[src/scc_pkg.sv]
// shared types and constants for the chi-square histogram cost unit
package scc_pkg;

    typedef struct packed {
        logic last;
        logic dummy;
        logic empty;
    } bin_flags_t;

    typedef enum logic [1:0] {
        BK_IDLE,
        BK_SQUARE,
        BK_DIVIDE,
        BK_ACCUM
    } back_state_t;

    localparam int unsigned QUEUE_DEPTH = 4;

endpackage

[src/scc_front.sv]
// input side: takes bin transfers, forms |t-s| and t+s, flags empty bins
module scc_front #(
    parameter int unsigned COUNT_BITS = 12,
    parameter int unsigned IN_W       = 24
) (
    input  logic                    s_tvalid,
    output logic                    s_tready,
    input  logic [IN_W-1:0]         s_tdata,
    input  logic                    s_tlast,
    input  logic                    s_tuser,
    input  logic                    q_full,
    output logic                    q_push,
    output logic [COUNT_BITS-1:0]   bin_diff,
    output logic [COUNT_BITS:0]     bin_den,
    output scc_pkg::bin_flags_t     bin_flags
);
    import scc_pkg::*;

    logic [COUNT_BITS-1:0] t_cnt;
    logic [COUNT_BITS-1:0] s_cnt;

    assign t_cnt = s_tdata[COUNT_BITS-1:0];
    assign s_cnt = s_tdata[2*COUNT_BITS-1:COUNT_BITS];

    assign s_tready = ~q_full;
    assign q_push   = s_tvalid & ~q_full;

    always_comb begin
        bin_diff        = (t_cnt >= s_cnt) ? (t_cnt - s_cnt) : (s_cnt - t_cnt);
        bin_den         = {1'b0, t_cnt} + {1'b0, s_cnt};
        bin_flags.last  = s_tlast;
        bin_flags.dummy = s_tuser;
        bin_flags.empty = (bin_den == '0);
    end

endmodule

[src/scc_fifo.sv]
// short queue between the front and back parts
module scc_fifo #(
    parameter int unsigned DATA_W = 28,
    parameter int unsigned DEPTH  = 4
) (
    input  logic              aclk,
    input  logic              aresetn,
    input  logic              push,
    input  logic [DATA_W-1:0] push_data,
    input  logic              pop,
    output logic [DATA_W-1:0] pop_data,
    output logic              full,
    output logic              empty
);
    localparam int unsigned AW = (DEPTH > 1) ? $clog2(DEPTH) : 1;

    logic [DATA_W-1:0] mem_reg [DEPTH];
    logic [AW-1:0]     wr_ptr_reg, wr_ptr_next;
    logic [AW-1:0]     rd_ptr_reg, rd_ptr_next;
    logic [AW:0]       count_reg, count_next;

    assign full     = (count_reg == (AW+1)'(DEPTH));
    assign empty    = (count_reg == '0);
    assign pop_data = mem_reg[rd_ptr_reg];

    always_comb begin
        wr_ptr_next = wr_ptr_reg;
        rd_ptr_next = rd_ptr_reg;
        count_next  = count_reg;
        if (push && !full) begin
            wr_ptr_next = (wr_ptr_reg == AW'(DEPTH-1)) ? '0 : wr_ptr_reg + 1'b1;
        end
        if (pop && !empty) begin
            rd_ptr_next = (rd_ptr_reg == AW'(DEPTH-1)) ? '0 : rd_ptr_reg + 1'b1;
        end
        case ({push && !full, pop && !empty})
            2'b10:   count_next = count_reg + 1'b1;
            2'b01:   count_next = count_reg - 1'b1;
            default: count_next = count_reg;
        endcase
    end

    always_ff @(posedge aclk) begin
        if (!aresetn) begin
            wr_ptr_reg <= '0;
            rd_ptr_reg <= '0;
            count_reg  <= '0;
        end else begin
            wr_ptr_reg <= wr_ptr_next;
            rd_ptr_reg <= rd_ptr_next;
            count_reg  <= count_next;
        end
    end

    always_ff @(posedge aclk) begin
        if (push && !full) begin
            mem_reg[wr_ptr_reg] <= push_data;
        end
    end

endmodule

[src/scc_back.sv]
// back part: square, bit-serial divide, saturating accumulate, result register
module scc_back #(
    parameter int unsigned COUNT_BITS = 12,
    parameter int unsigned FRAC_BITS  = 8,
    parameter int unsigned COST_BITS  = 28
) (
    input  logic                    aclk,
    input  logic                    aresetn,
    input  logic                    q_empty,
    output logic                    q_pop,
    input  logic [COUNT_BITS-1:0]   bin_diff,
    input  logic [COUNT_BITS:0]     bin_den,
    input  scc_pkg::bin_flags_t     bin_flags,
    output logic                    out_valid,
    input  logic                    out_ready,
    output logic [COST_BITS-1:0]    out_cost,
    output logic                    out_sat
);
    import scc_pkg::*;

    localparam int unsigned DEN_W  = COUNT_BITS + 1;
    localparam int unsigned SQ_W   = 2 * COUNT_BITS;
    localparam int unsigned NUM_W  = SQ_W + FRAC_BITS;
    localparam int unsigned QW     = COUNT_BITS + FRAC_BITS;
    localparam int unsigned CNT_W  = $clog2(NUM_W);
    localparam int unsigned SUM_W  = ((QW > COST_BITS) ? QW : COST_BITS) + 1;
    localparam logic [COST_BITS-1:0] COST_MAX = {COST_BITS{1'b1}};

    back_state_t           state_reg, state_next;
    logic [COUNT_BITS-1:0] diff_reg, diff_next;
    logic [DEN_W-1:0]      den_reg, den_next;
    bin_flags_t            flags_reg, flags_next;
    logic [NUM_W-1:0]      num_reg, num_next;
    logic [DEN_W-1:0]      rem_reg, rem_next;
    logic [QW-1:0]         quot_reg, quot_next;
    logic [CNT_W-1:0]      cnt_reg, cnt_next;
    logic [COST_BITS-1:0]  sum_reg, sum_next;
    logic                  clip_reg, clip_next;
    logic                  out_valid_reg, out_valid_next;
    logic [COST_BITS-1:0]  out_cost_reg, out_cost_next;
    logic                  out_sat_reg, out_sat_next;

    logic [SQ_W-1:0]       square;
    logic [DEN_W:0]        trial;
    logic                  qbit;
    logic [SUM_W-1:0]      sum_ext;
    logic                  overflow;
    logic [COST_BITS-1:0]  sum_add;
    logic                  clip_add;
    logic                  out_free;

    assign out_valid = out_valid_reg;
    assign out_cost  = out_cost_reg;
    assign out_sat   = out_sat_reg;

    always_comb begin
        square   = SQ_W'(diff_reg) * SQ_W'(diff_reg);
        trial    = {rem_reg, num_reg[NUM_W-1]};
        qbit     = (trial >= {1'b0, den_reg});
        sum_ext  = SUM_W'(sum_reg) + SUM_W'(quot_reg);
        overflow = (sum_ext > SUM_W'(COST_MAX));
        sum_add  = overflow ? COST_MAX : sum_ext[COST_BITS-1:0];
        clip_add = clip_reg | overflow;
        out_free = !out_valid_reg || out_ready;
    end

    always_comb begin
        state_next     = state_reg;
        diff_next      = diff_reg;
        den_next       = den_reg;
        flags_next     = flags_reg;
        num_next       = num_reg;
        rem_next       = rem_reg;
        quot_next      = quot_reg;
        cnt_next       = cnt_reg;
        sum_next       = sum_reg;
        clip_next      = clip_reg;
        out_valid_next = out_valid_reg && !out_ready;
        out_cost_next  = out_cost_reg;
        out_sat_next   = out_sat_reg;
        q_pop          = 1'b0;
        case (state_reg)
            BK_IDLE: begin
                if (!q_empty) begin
                    q_pop      = 1'b1;
                    diff_next  = bin_diff;
                    den_next   = bin_den;
                    flags_next = bin_flags;
                    quot_next  = '0;
                    state_next = bin_flags.empty ? BK_ACCUM : BK_SQUARE;
                end
            end
            BK_SQUARE: begin
                num_next   = NUM_W'(square) << FRAC_BITS;
                rem_next   = '0;
                quot_next  = '0;
                cnt_next   = '0;
                state_next = BK_DIVIDE;
            end
            BK_DIVIDE: begin
                rem_next  = qbit ? DEN_W'(trial - {1'b0, den_reg}) : trial[DEN_W-1:0];
                quot_next = {quot_reg[QW-2:0], qbit};
                num_next  = {num_reg[NUM_W-2:0], 1'b0};
                cnt_next  = cnt_reg + 1'b1;
                if (cnt_reg == CNT_W'(NUM_W - 1)) begin
                    state_next = BK_ACCUM;
                end
            end
            BK_ACCUM: begin
                if (!flags_reg.last) begin
                    sum_next   = sum_add;
                    clip_next  = clip_add;
                    state_next = BK_IDLE;
                end else if (out_free) begin
                    out_valid_next = 1'b1;
                    out_cost_next  = flags_reg.dummy ? '0 : sum_add;
                    out_sat_next   = flags_reg.dummy ? 1'b0 : clip_add;
                    sum_next       = '0;
                    clip_next      = 1'b0;
                    state_next     = BK_IDLE;
                end
            end
            default: begin
                state_next = BK_IDLE;
            end
        endcase
    end

    always_ff @(posedge aclk) begin
        if (!aresetn) begin
            state_reg     <= BK_IDLE;
            sum_reg       <= '0;
            clip_reg      <= 1'b0;
            out_valid_reg <= 1'b0;
        end else begin
            state_reg     <= state_next;
            sum_reg       <= sum_next;
            clip_reg      <= clip_next;
            out_valid_reg <= out_valid_next;
        end
    end

    always_ff @(posedge aclk) begin
        diff_reg     <= diff_next;
        den_reg      <= den_next;
        flags_reg    <= flags_next;
        num_reg      <= num_next;
        rem_reg      <= rem_next;
        quot_reg     <= quot_next;
        cnt_reg      <= cnt_next;
        out_cost_reg <= out_cost_next;
        out_sat_reg  <= out_sat_next;
    end

endmodule

[src/shape_context_chi_square_cost_unit.sv]
// top level of the shape-context chi-square matching cost unit
// Each input transfer is one histogram bin pair; the bin adds
// floor((t-s)^2 * 2^FRAC_BITS / (t+s)) to a saturating running sum, and the transfer
// with tlast high emits the pair cost (zero when tuser marks a dummy pair) and clears
// the sum. Bins are taken into a 4-entry queue at up to one per cycle while it is not
// full, then handled one at a time: a non-empty bin is squared, then divided by the
// one-quotient-bit-per-cycle restoring divider, then added to the sum; a bin with both
// counts zero skips the square and divide. The result waits in an output register, so
// the next pair keeps accumulating while it is held off.
module shape_context_chi_square_cost_unit #(
    parameter int unsigned COUNT_BITS = 12,
    parameter int unsigned FRAC_BITS  = 8,
    parameter int unsigned COST_BITS  = 28
) (
    input  logic                                   aclk,
    input  logic                                   aresetn,
    input  logic                                   s_tvalid,
    output logic                                   s_tready,
    // template_count, search_count
    input  logic [((2*COUNT_BITS+7)/8)*8-1:0]      s_tdata,
    input  logic                                   s_tlast,
    // dummy_pair
    input  logic                                   s_tuser,
    output logic                                   m_tvalid,
    input  logic                                   m_tready,
    // pair_cost
    output logic [((COST_BITS+7)/8)*8-1:0]         m_tdata,
    // cost_saturated
    output logic                                   m_tuser
);
    import scc_pkg::*;

    localparam int unsigned IN_W  = ((2*COUNT_BITS+7)/8)*8;
    localparam int unsigned OUT_W = ((COST_BITS+7)/8)*8;
    localparam int unsigned FL_W  = $bits(bin_flags_t);
    localparam int unsigned ENT_W = COUNT_BITS + (COUNT_BITS + 1) + FL_W;

    logic                  q_full;
    logic                  q_empty;
    logic                  q_push;
    logic                  q_pop;
    logic [COUNT_BITS-1:0] f_diff;
    logic [COUNT_BITS:0]   f_den;
    bin_flags_t            f_flags;
    logic [ENT_W-1:0]      q_wdata;
    logic [ENT_W-1:0]      q_rdata;
    logic [COUNT_BITS-1:0] b_diff;
    logic [COUNT_BITS:0]   b_den;
    bin_flags_t            b_flags;
    logic [COST_BITS-1:0]  out_cost;

    assign q_wdata = {f_flags, f_den, f_diff};
    assign b_diff  = q_rdata[COUNT_BITS-1:0];
    assign b_den   = q_rdata[2*COUNT_BITS:COUNT_BITS];
    assign b_flags = bin_flags_t'(q_rdata[ENT_W-1:2*COUNT_BITS+1]);
    assign m_tdata = OUT_W'(out_cost);

    scc_front #(
        .COUNT_BITS (COUNT_BITS),
        .IN_W       (IN_W)
    ) u_front (
        .s_tvalid  (s_tvalid),
        .s_tready  (s_tready),
        .s_tdata   (s_tdata),
        .s_tlast   (s_tlast),
        .s_tuser   (s_tuser),
        .q_full    (q_full),
        .q_push    (q_push),
        .bin_diff  (f_diff),
        .bin_den   (f_den),
        .bin_flags (f_flags)
    );

    scc_fifo #(
        .DATA_W (ENT_W),
        .DEPTH  (QUEUE_DEPTH)
    ) u_queue (
        .aclk      (aclk),
        .aresetn   (aresetn),
        .push      (q_push),
        .push_data (q_wdata),
        .pop       (q_pop),
        .pop_data  (q_rdata),
        .full      (q_full),
        .empty     (q_empty)
    );

    scc_back #(
        .COUNT_BITS (COUNT_BITS),
        .FRAC_BITS  (FRAC_BITS),
        .COST_BITS  (COST_BITS)
    ) u_back (
        .aclk      (aclk),
        .aresetn   (aresetn),
        .q_empty   (q_empty),
        .q_pop     (q_pop),
        .bin_diff  (b_diff),
        .bin_den   (b_den),
        .bin_flags (b_flags),
        .out_valid (m_tvalid),
        .out_ready (m_tready),
        .out_cost  (out_cost),
        .out_sat   (m_tuser)
    );

endmodule

[config.mk]
export PLATFORM = sky130hd
export DESIGN_NAME = shape_context_chi_square_cost_unit
export DESIGN_NICKNAME = d
export VERILOG_FILES = /design/src/scc_pkg.sv /design/src/scc_front.sv /design/src/scc_fifo.sv /design/src/scc_back.sv /design/src/shape_context_chi_square_cost_unit.sv
export SDC_FILE = /design/constraint.sdc
export NUM_CORES = 1
export LEC_CHECK = 0
export ABC_AREA = 1
export BUFFER_PORTS_ARGS = -buffer_cell sky130_fd_sc_hd__buf_2
export CAP_MARGIN = 20
export CORE_UTILIZATION = 50
export DETAILED_ROUTE_END_ITERATION = 10
export PLACE_DENSITY = 0.78
export SYNTH_ARGS = -nofsm -noshare
export SYNTH_HDL_FRONTEND = slang
export SYNTH_SLANG_ARGS = --single-unit
[constraint.sdc]
create_clock -name aclk -period 7.8 [get_ports aclk]
set_input_delay 0 -clock aclk [delete_from_list [all_inputs] [get_ports aclk]]
set_output_delay 0 -clock aclk [all_outputs]
set_load 0.05 [all_outputs]
### Yosys cells after proc, flatten, opt, wreduce, memory -nomap -nowiden

Memories as Yosys holds them, arrays and structs flattened. A register that Yosys moved wholly into a read port is not among the register bits.
Cells that the tools add are included.

| word-level totals | value |
|---|---|
| bits in registers | 165 |
| input port bits | 30 |
| memory bits (writable) | 112 |
| output and inout port bits | 35 |
| logic and storage cells | 98 |
| memories kept | 1 |

Memories:

| memory | depth | width | rd ports | clocked after Yosys merged registers in | write ports | RTL line | text |
|---|---|---|---|---|---|---|---|
| u_queue.mem_reg | 4 | 28 | 1 | 1 | 1 | scc_fifo.sv:17 | `logic [DATA_W-1:0] mem_reg [DEPTH];` |

| cells by class | value |
|---|---|
| equality and inequality tests | 13 |
| multipliers | 1 |
| add/subtract/negate cells | 10 |
| reductions and logical operators | 19 |
| $lt $le $gt $ge | 3 |
| bitwise operators | 4 |
| muxes and demuxes | 30 |

Operators with widths:

| cell | count |
|---|---|
| 28-bit two-way mux | 3 |
| 32-bit one-hot mux with 2 select lines | 1 |
| 20-bit one-hot mux with 3 select lines | 1 |
| 28-bit by 20-bit adder with 29-bit output | 1 |
| 29-bit by 28-bit greater-than comparator with 1-bit output (second input constant) | 1 |
| 13-bit one-hot mux with 2 select lines | 1 |
| 12-bit by 12-bit multiplier with 24-bit output | 1 |
| 12-bit subtractor | 2 |
| 20-bit two-way mux | 1 |
| 2-bit two-way mux | 9 |
| 14-bit by 13-bit greater-or-equal comparator with 1-bit output | 1 |
| 12-bit by 12-bit adder with 13-bit output | 1 |
| 13-bit logical NOT | 1 |
| 13-bit two-way mux | 1 |
| 13-bit subtractor | 1 |
| 12-bit greater-or-equal comparator | 1 |
| 12-bit two-way mux | 1 |
| 2-bit equality test (second input constant) | 5 |
| 5-bit one-hot mux with 2 select lines | 1 |
| 1-bit two-way mux | 9 |
| 2-bit one-hot mux with 4 select lines | 1 |
| 3-bit one-hot mux with 2 select lines | 1 |
| 2-bit AND reduction | 3 |
| 3-bit AND reduction | 2 |
| other kinds (20) | 30 |

### Logic depth before layout (Yosys ltp)

| logic depth | value |
|---|---|
| depth after elaboration | 6 |
| mapped depth | 25 |
| mapped depth without buffers | 24 |

### Hierarchy

From an unflattened synthesis, not the netlist that was laid out.

| unflattened totals | value |
|---|---|
| cells, all modules | 2279 |
| area, all modules | 19313.5 sq um |

Modules (own cells, without submodules):

| module | times used | cells each | area each (sq um) | sequential area each (sq um) |
|---|---|---|---|---|
| scc_back | 1 | 1567 | 12484.5 | 4184.0 |
| scc_fifo | 1 | 342 | 4648.2 | 3543.4 |
| scc_front | 1 | 365 | 2147.1 | 0.0 |
| shape_context_chi_square_cost_unit | 1 | 5 | 33.8 | 0.0 |

### Worst setup path before layout

Ideal clock, no wire load.

| timing path | value |
|---|---|
| kind | reg-to-reg |
| start | register u_back.diff_reg[2] |
| end | register u_back.num_reg[26] (data pin) |
| setup slack | 2571 ps |
| buffers on the path | 1 |
| required time | 7546 ps |
| library setup time | 254 ps |
| cell stages (with the launch flop) | 22 |
| period minus slack after synthesis | 5229 ps |
| arrival time | 4976 ps |
| cell sequence | edfxtp_1 -> clkbuf_1 -> nand2_1 -> inv_1 -> fa_1 -> inv_1 -> fa_1 -> inv_1 -> fa_1 -> fa_1 -> inv_1 -> fa_1 -> inv_1 -> ha_1 -> a21oi_1 -> a21boi_0 -> nand3_1 -> nand2_1 -> nand2_1 -> or2_2 -> nand3_1 -> nand2_1 |

| on the way | value |
|---|---|
| longest elaborated chain between the ends | 2 |

Ends and longest elaborated chain:

| what | RTL line | text |
|---|---|---|
| from (decl) | scc_back.sv:30 | `logic [COUNT_BITS-1:0] diff_reg, diff_next;` |
| from (signal assigned) | scc_back.sv:144 | `diff_reg <= diff_next;` |
| 12-bit by 12-bit multiplier with 24-bit output | scc_back.sv:57 | `square = SQ_W'(diff_reg) * SQ_W'(diff_reg);` |
| 32-bit one-hot mux with 2 select lines | scc_back.sv:82 | `case (state_reg)` |
| net u_back.num_next[26] | scc_back.sv:33 | `logic [NUM_W-1:0] num_reg, num_next;` |
| to (signal assigned) | scc_back.sv:147 | `num_reg <= num_next;` |
| to (decl) | scc_back.sv:33 |  |

The timed path passes the listed nets, and every way through them passes these cells. The select of a mux whose other input is x is not followed.
A chain may end at the register's enable or synchronous reset.

==> flow_metrics.py <==
metrics = {
    "synth": {
        "async_flop_share_pct": 0,
        "ys_types": 52,
        "synth_edf_count": 225,
        "ys_ff_latch": 266,
        "syn_area_per_cell_um2": 8.52,
        "synth_top_flop_cell": "edfxtp_1",
        "postSynthCellCount": 2195,
        "synth_top_area_share_pct": 36.1,
        "syn_area_mm2": 0.0187,
        "yosys_warnings": 0,
        "ys_seq_area_share_pct": 40.5,
        "synth_top_area_cell": "edfxtp_1",
        "ys_top_cells_by_area": "edfxtp_1, nand2_1, fa_1",
    },
    "sta": {
        "hold_viol": 0,
        "drv_slew": 0,
        "timing.final.crit_share_pct": 70.6,
        "layout_min_cycle_time_ns": 5.51,
        "worst_pin_slew_ns": 1.04,
        "finalSetupViolCount": 0,
        "finalSetupTns_ns": 0,
        "fmax_ghz": 0.182,
        "finClkSkew_ns": 0.0190,
        "rsz0062_at_grt": "false",
        "relSlewSlack_pct": 30.8,
    },
    "layout": {
        "fill_cells": 3296,
        "final_cells": 2734,
        "final_common_cell": "nand2_1",
        "antennaDiodeCount": 0,
        "largest_reg_flops": 108,
        "drive_gt1_share_pct": 7.81,
        "final_area_mm2": 0.0205,
        "final_net_count": 2498,
        "multi_input_area_mm2": 0.00931,
        "layout_common_cells": "nand2_1, inv_1, edfxtp_1",
        "final-seq-area_mm2": 0.00758,
        "area_growth_pct": 9.69,
    },
    "run": {
        "drv_cap": 0,
    },
    "floorplan": {
        "fp.dieW_um": 195,
        "io_pins": 65,
        "rows": 70,
        "start_util_pct": 51.0,
        "die_area_mm2": 0.0382,
        "coreArea_mm2": 0.0367,
        "die_h_um": 195,
    },
    "clocking": {
        "clock_sinks": 266,
        "cts_setup_buffers": 0,
        "clk_pin_slew_worst_paths_ns": 0.06,
        "cts-root-buf": "clkbuf_16",
        "clock_path_buffers": 3,
        "cts_tree": "built",
        "clk_latency_ns": 0.58,
        "htree_levels": 1,
        "numCtsBuffers": 29,
    },
    "setup_path": {
        "cp.arrival_ns": 5.83,
        "path_max_fanout": 13,
        "cp_data_required_time_ns": 8.12,
        "crit_path_end_kind": "register",
        "path_class": "register to register",
        "cp-start-kind": "register",
        "r2r_slack_ns": 2.29,
    },
    "outcome": {
        "outcome": "finished clean",
    },
    "drt": {
        "drc": 0,
        "via_per_inst": 5.35,
        "ant_nets": 0,
        "vias": 14627,
        "wl_um": 43600,
        "wl_per_cell_um": 16.0,
        "dr.pass1.iters": 5,
        "drtIter0Drc": 1006,
    },
    "grt": {
        "grt_pass1_wl_um": 71700,
        "grt_overflow": 0,
        "grt_pass1_vias": 14561,
        "grt_max_degree": 67,
        "antenna_found_initial": 0,
        "gr-usage-all-layers_pct": 23.2,
    },
    "placed_design": {
        "dp.cells": 2672,
        "placed_cell_area_mm2": 0.0194,
        "numPortBuffers": 60,
        "dp_hpwl_um": 31600,
        "gp_congestion": 0.944,
    },
    "min_path": {
        "hold_path.class": "input pin to register",
    },
}
[repair_timing]
item / 4_1_cts / 5_1_grt
hold buffers: 7 / 0
hold endpoints to repair: 25 / 0
gates resized for setup: 0 / 0
setup endpoints to repair: 0 / 0
[worst max-delay path, stage by stage, from the launching register on]
cell      delay, ns
edfxtp_1       0.57
nand2_1        0.19
inv_1          0.08
fa_1           0.55
inv_1          0.07
fa_1           0.53
inv_1          0.05
fa_1           0.51
fa_1           0.54
inv_1          0.05
fa_1           0.53
inv_1          0.04
ha_1           0.33
inv_1          0.08
o21ai_0        0.13
a21boi_0       0.27
nand3_1        0.19
nand2_1        0.09
nand2_1        0.05
or2_2          0.27
nand3_1        0.07
nand2_1        0.07
[per-layer routing]
| metal | vias to the layer above | routed length [µm] | track usage, % |
|---|---|---|---|
| met5 | - | 0 | 0 |
| met4 | 0 | 1060 | 6.12 |
| met3 | 78 | 2260 | 2.54 |
| met2 | 435 | 21000 | 40.3 |
| met1 | 6970 | 19300 | 30.8 |
| li1 | 7144 | - | - |
[synthesized netlist by cell type, types with 2 or more instances]
master    instances
nand2_1         548
inv_1           392
edfxtp_1        225
nor2_1          176
ha_1            137
a21oi_1         108
o21ai_0         100
fa_1             88
nand3_1          80
clkbuf_1         44
dfxtp_1          41
xor2_1           35
nand4_1          34
o22ai_1          27
xnor2_1          17
nor3_1           13
a21oi_2          10
a31oi_1          10
buf_2            10
buf_4             9
o21bai_1          9
or2_2             9
inv_2             8
nand3b_1          8
a211oi_1          4
a21o_1            4
nand3_2           4
o21ai_1           4
o21ai_2           4
o31ai_1           4
a21boi_0          3
a221oi_1          3
buf_6             3
a31oi_2           2
and2_1            2
buf_1             2
nor2_2            2
nor4_1            2
[cell families after synthesis]
family	after synthesis	synth area share (%)
AO/OA/AOI/OAI	298	9.10
XOR/XNOR	52	2.44
adder cells (fa/ha/maj)	225	18.6
buffers and inverters	470	9.86
flip-flops	266	40.5
multiplexers	1	0.0602
other	1	0.0201
AND/OR/NAND/NOR	882	19.4
[path summary, 6_finish.rpt]
path / depth (start not counted) / start / endpoint
setup reg to reg: 21 / u_back.den_reg[0] / u_back.num_reg[26]
hold reg to reg: 2 / u_back.sum_reg[10] / u_back.sum_reg[10]
setup / recovery: 21 / u_back.den_reg[0] / u_back.num_reg[26]
hold / removal: 3 / s_tvalid / u_queue.wr_ptr_reg[1]
[per-stage QoR]
stage               util, %  hold WS [ns]  setup slack (ns)
floorplan                 -        0.0989              2.57
global placement       52.8         0.214              2.36
detailed placement     52.8         0.223              2.30
CTS                    55.9        0.0235              2.29
global route           55.9        0.0622              1.91
finish                 55.9        0.0443              2.29
[layout make-up]
class                   count  share of cell area (%)
flip-flops and latches    266                    36.9
well taps                 468                    2.85
repair buffers             83                    2.43
clock buffers              33                    3.61
multi-input cells        1462                    45.4
clock inverters            21                    1.44
inverters                 401                    7.34
Power is not shown: default switching activity piles up to over one toggle a cycle in this logic, so the estimate is an artifact.
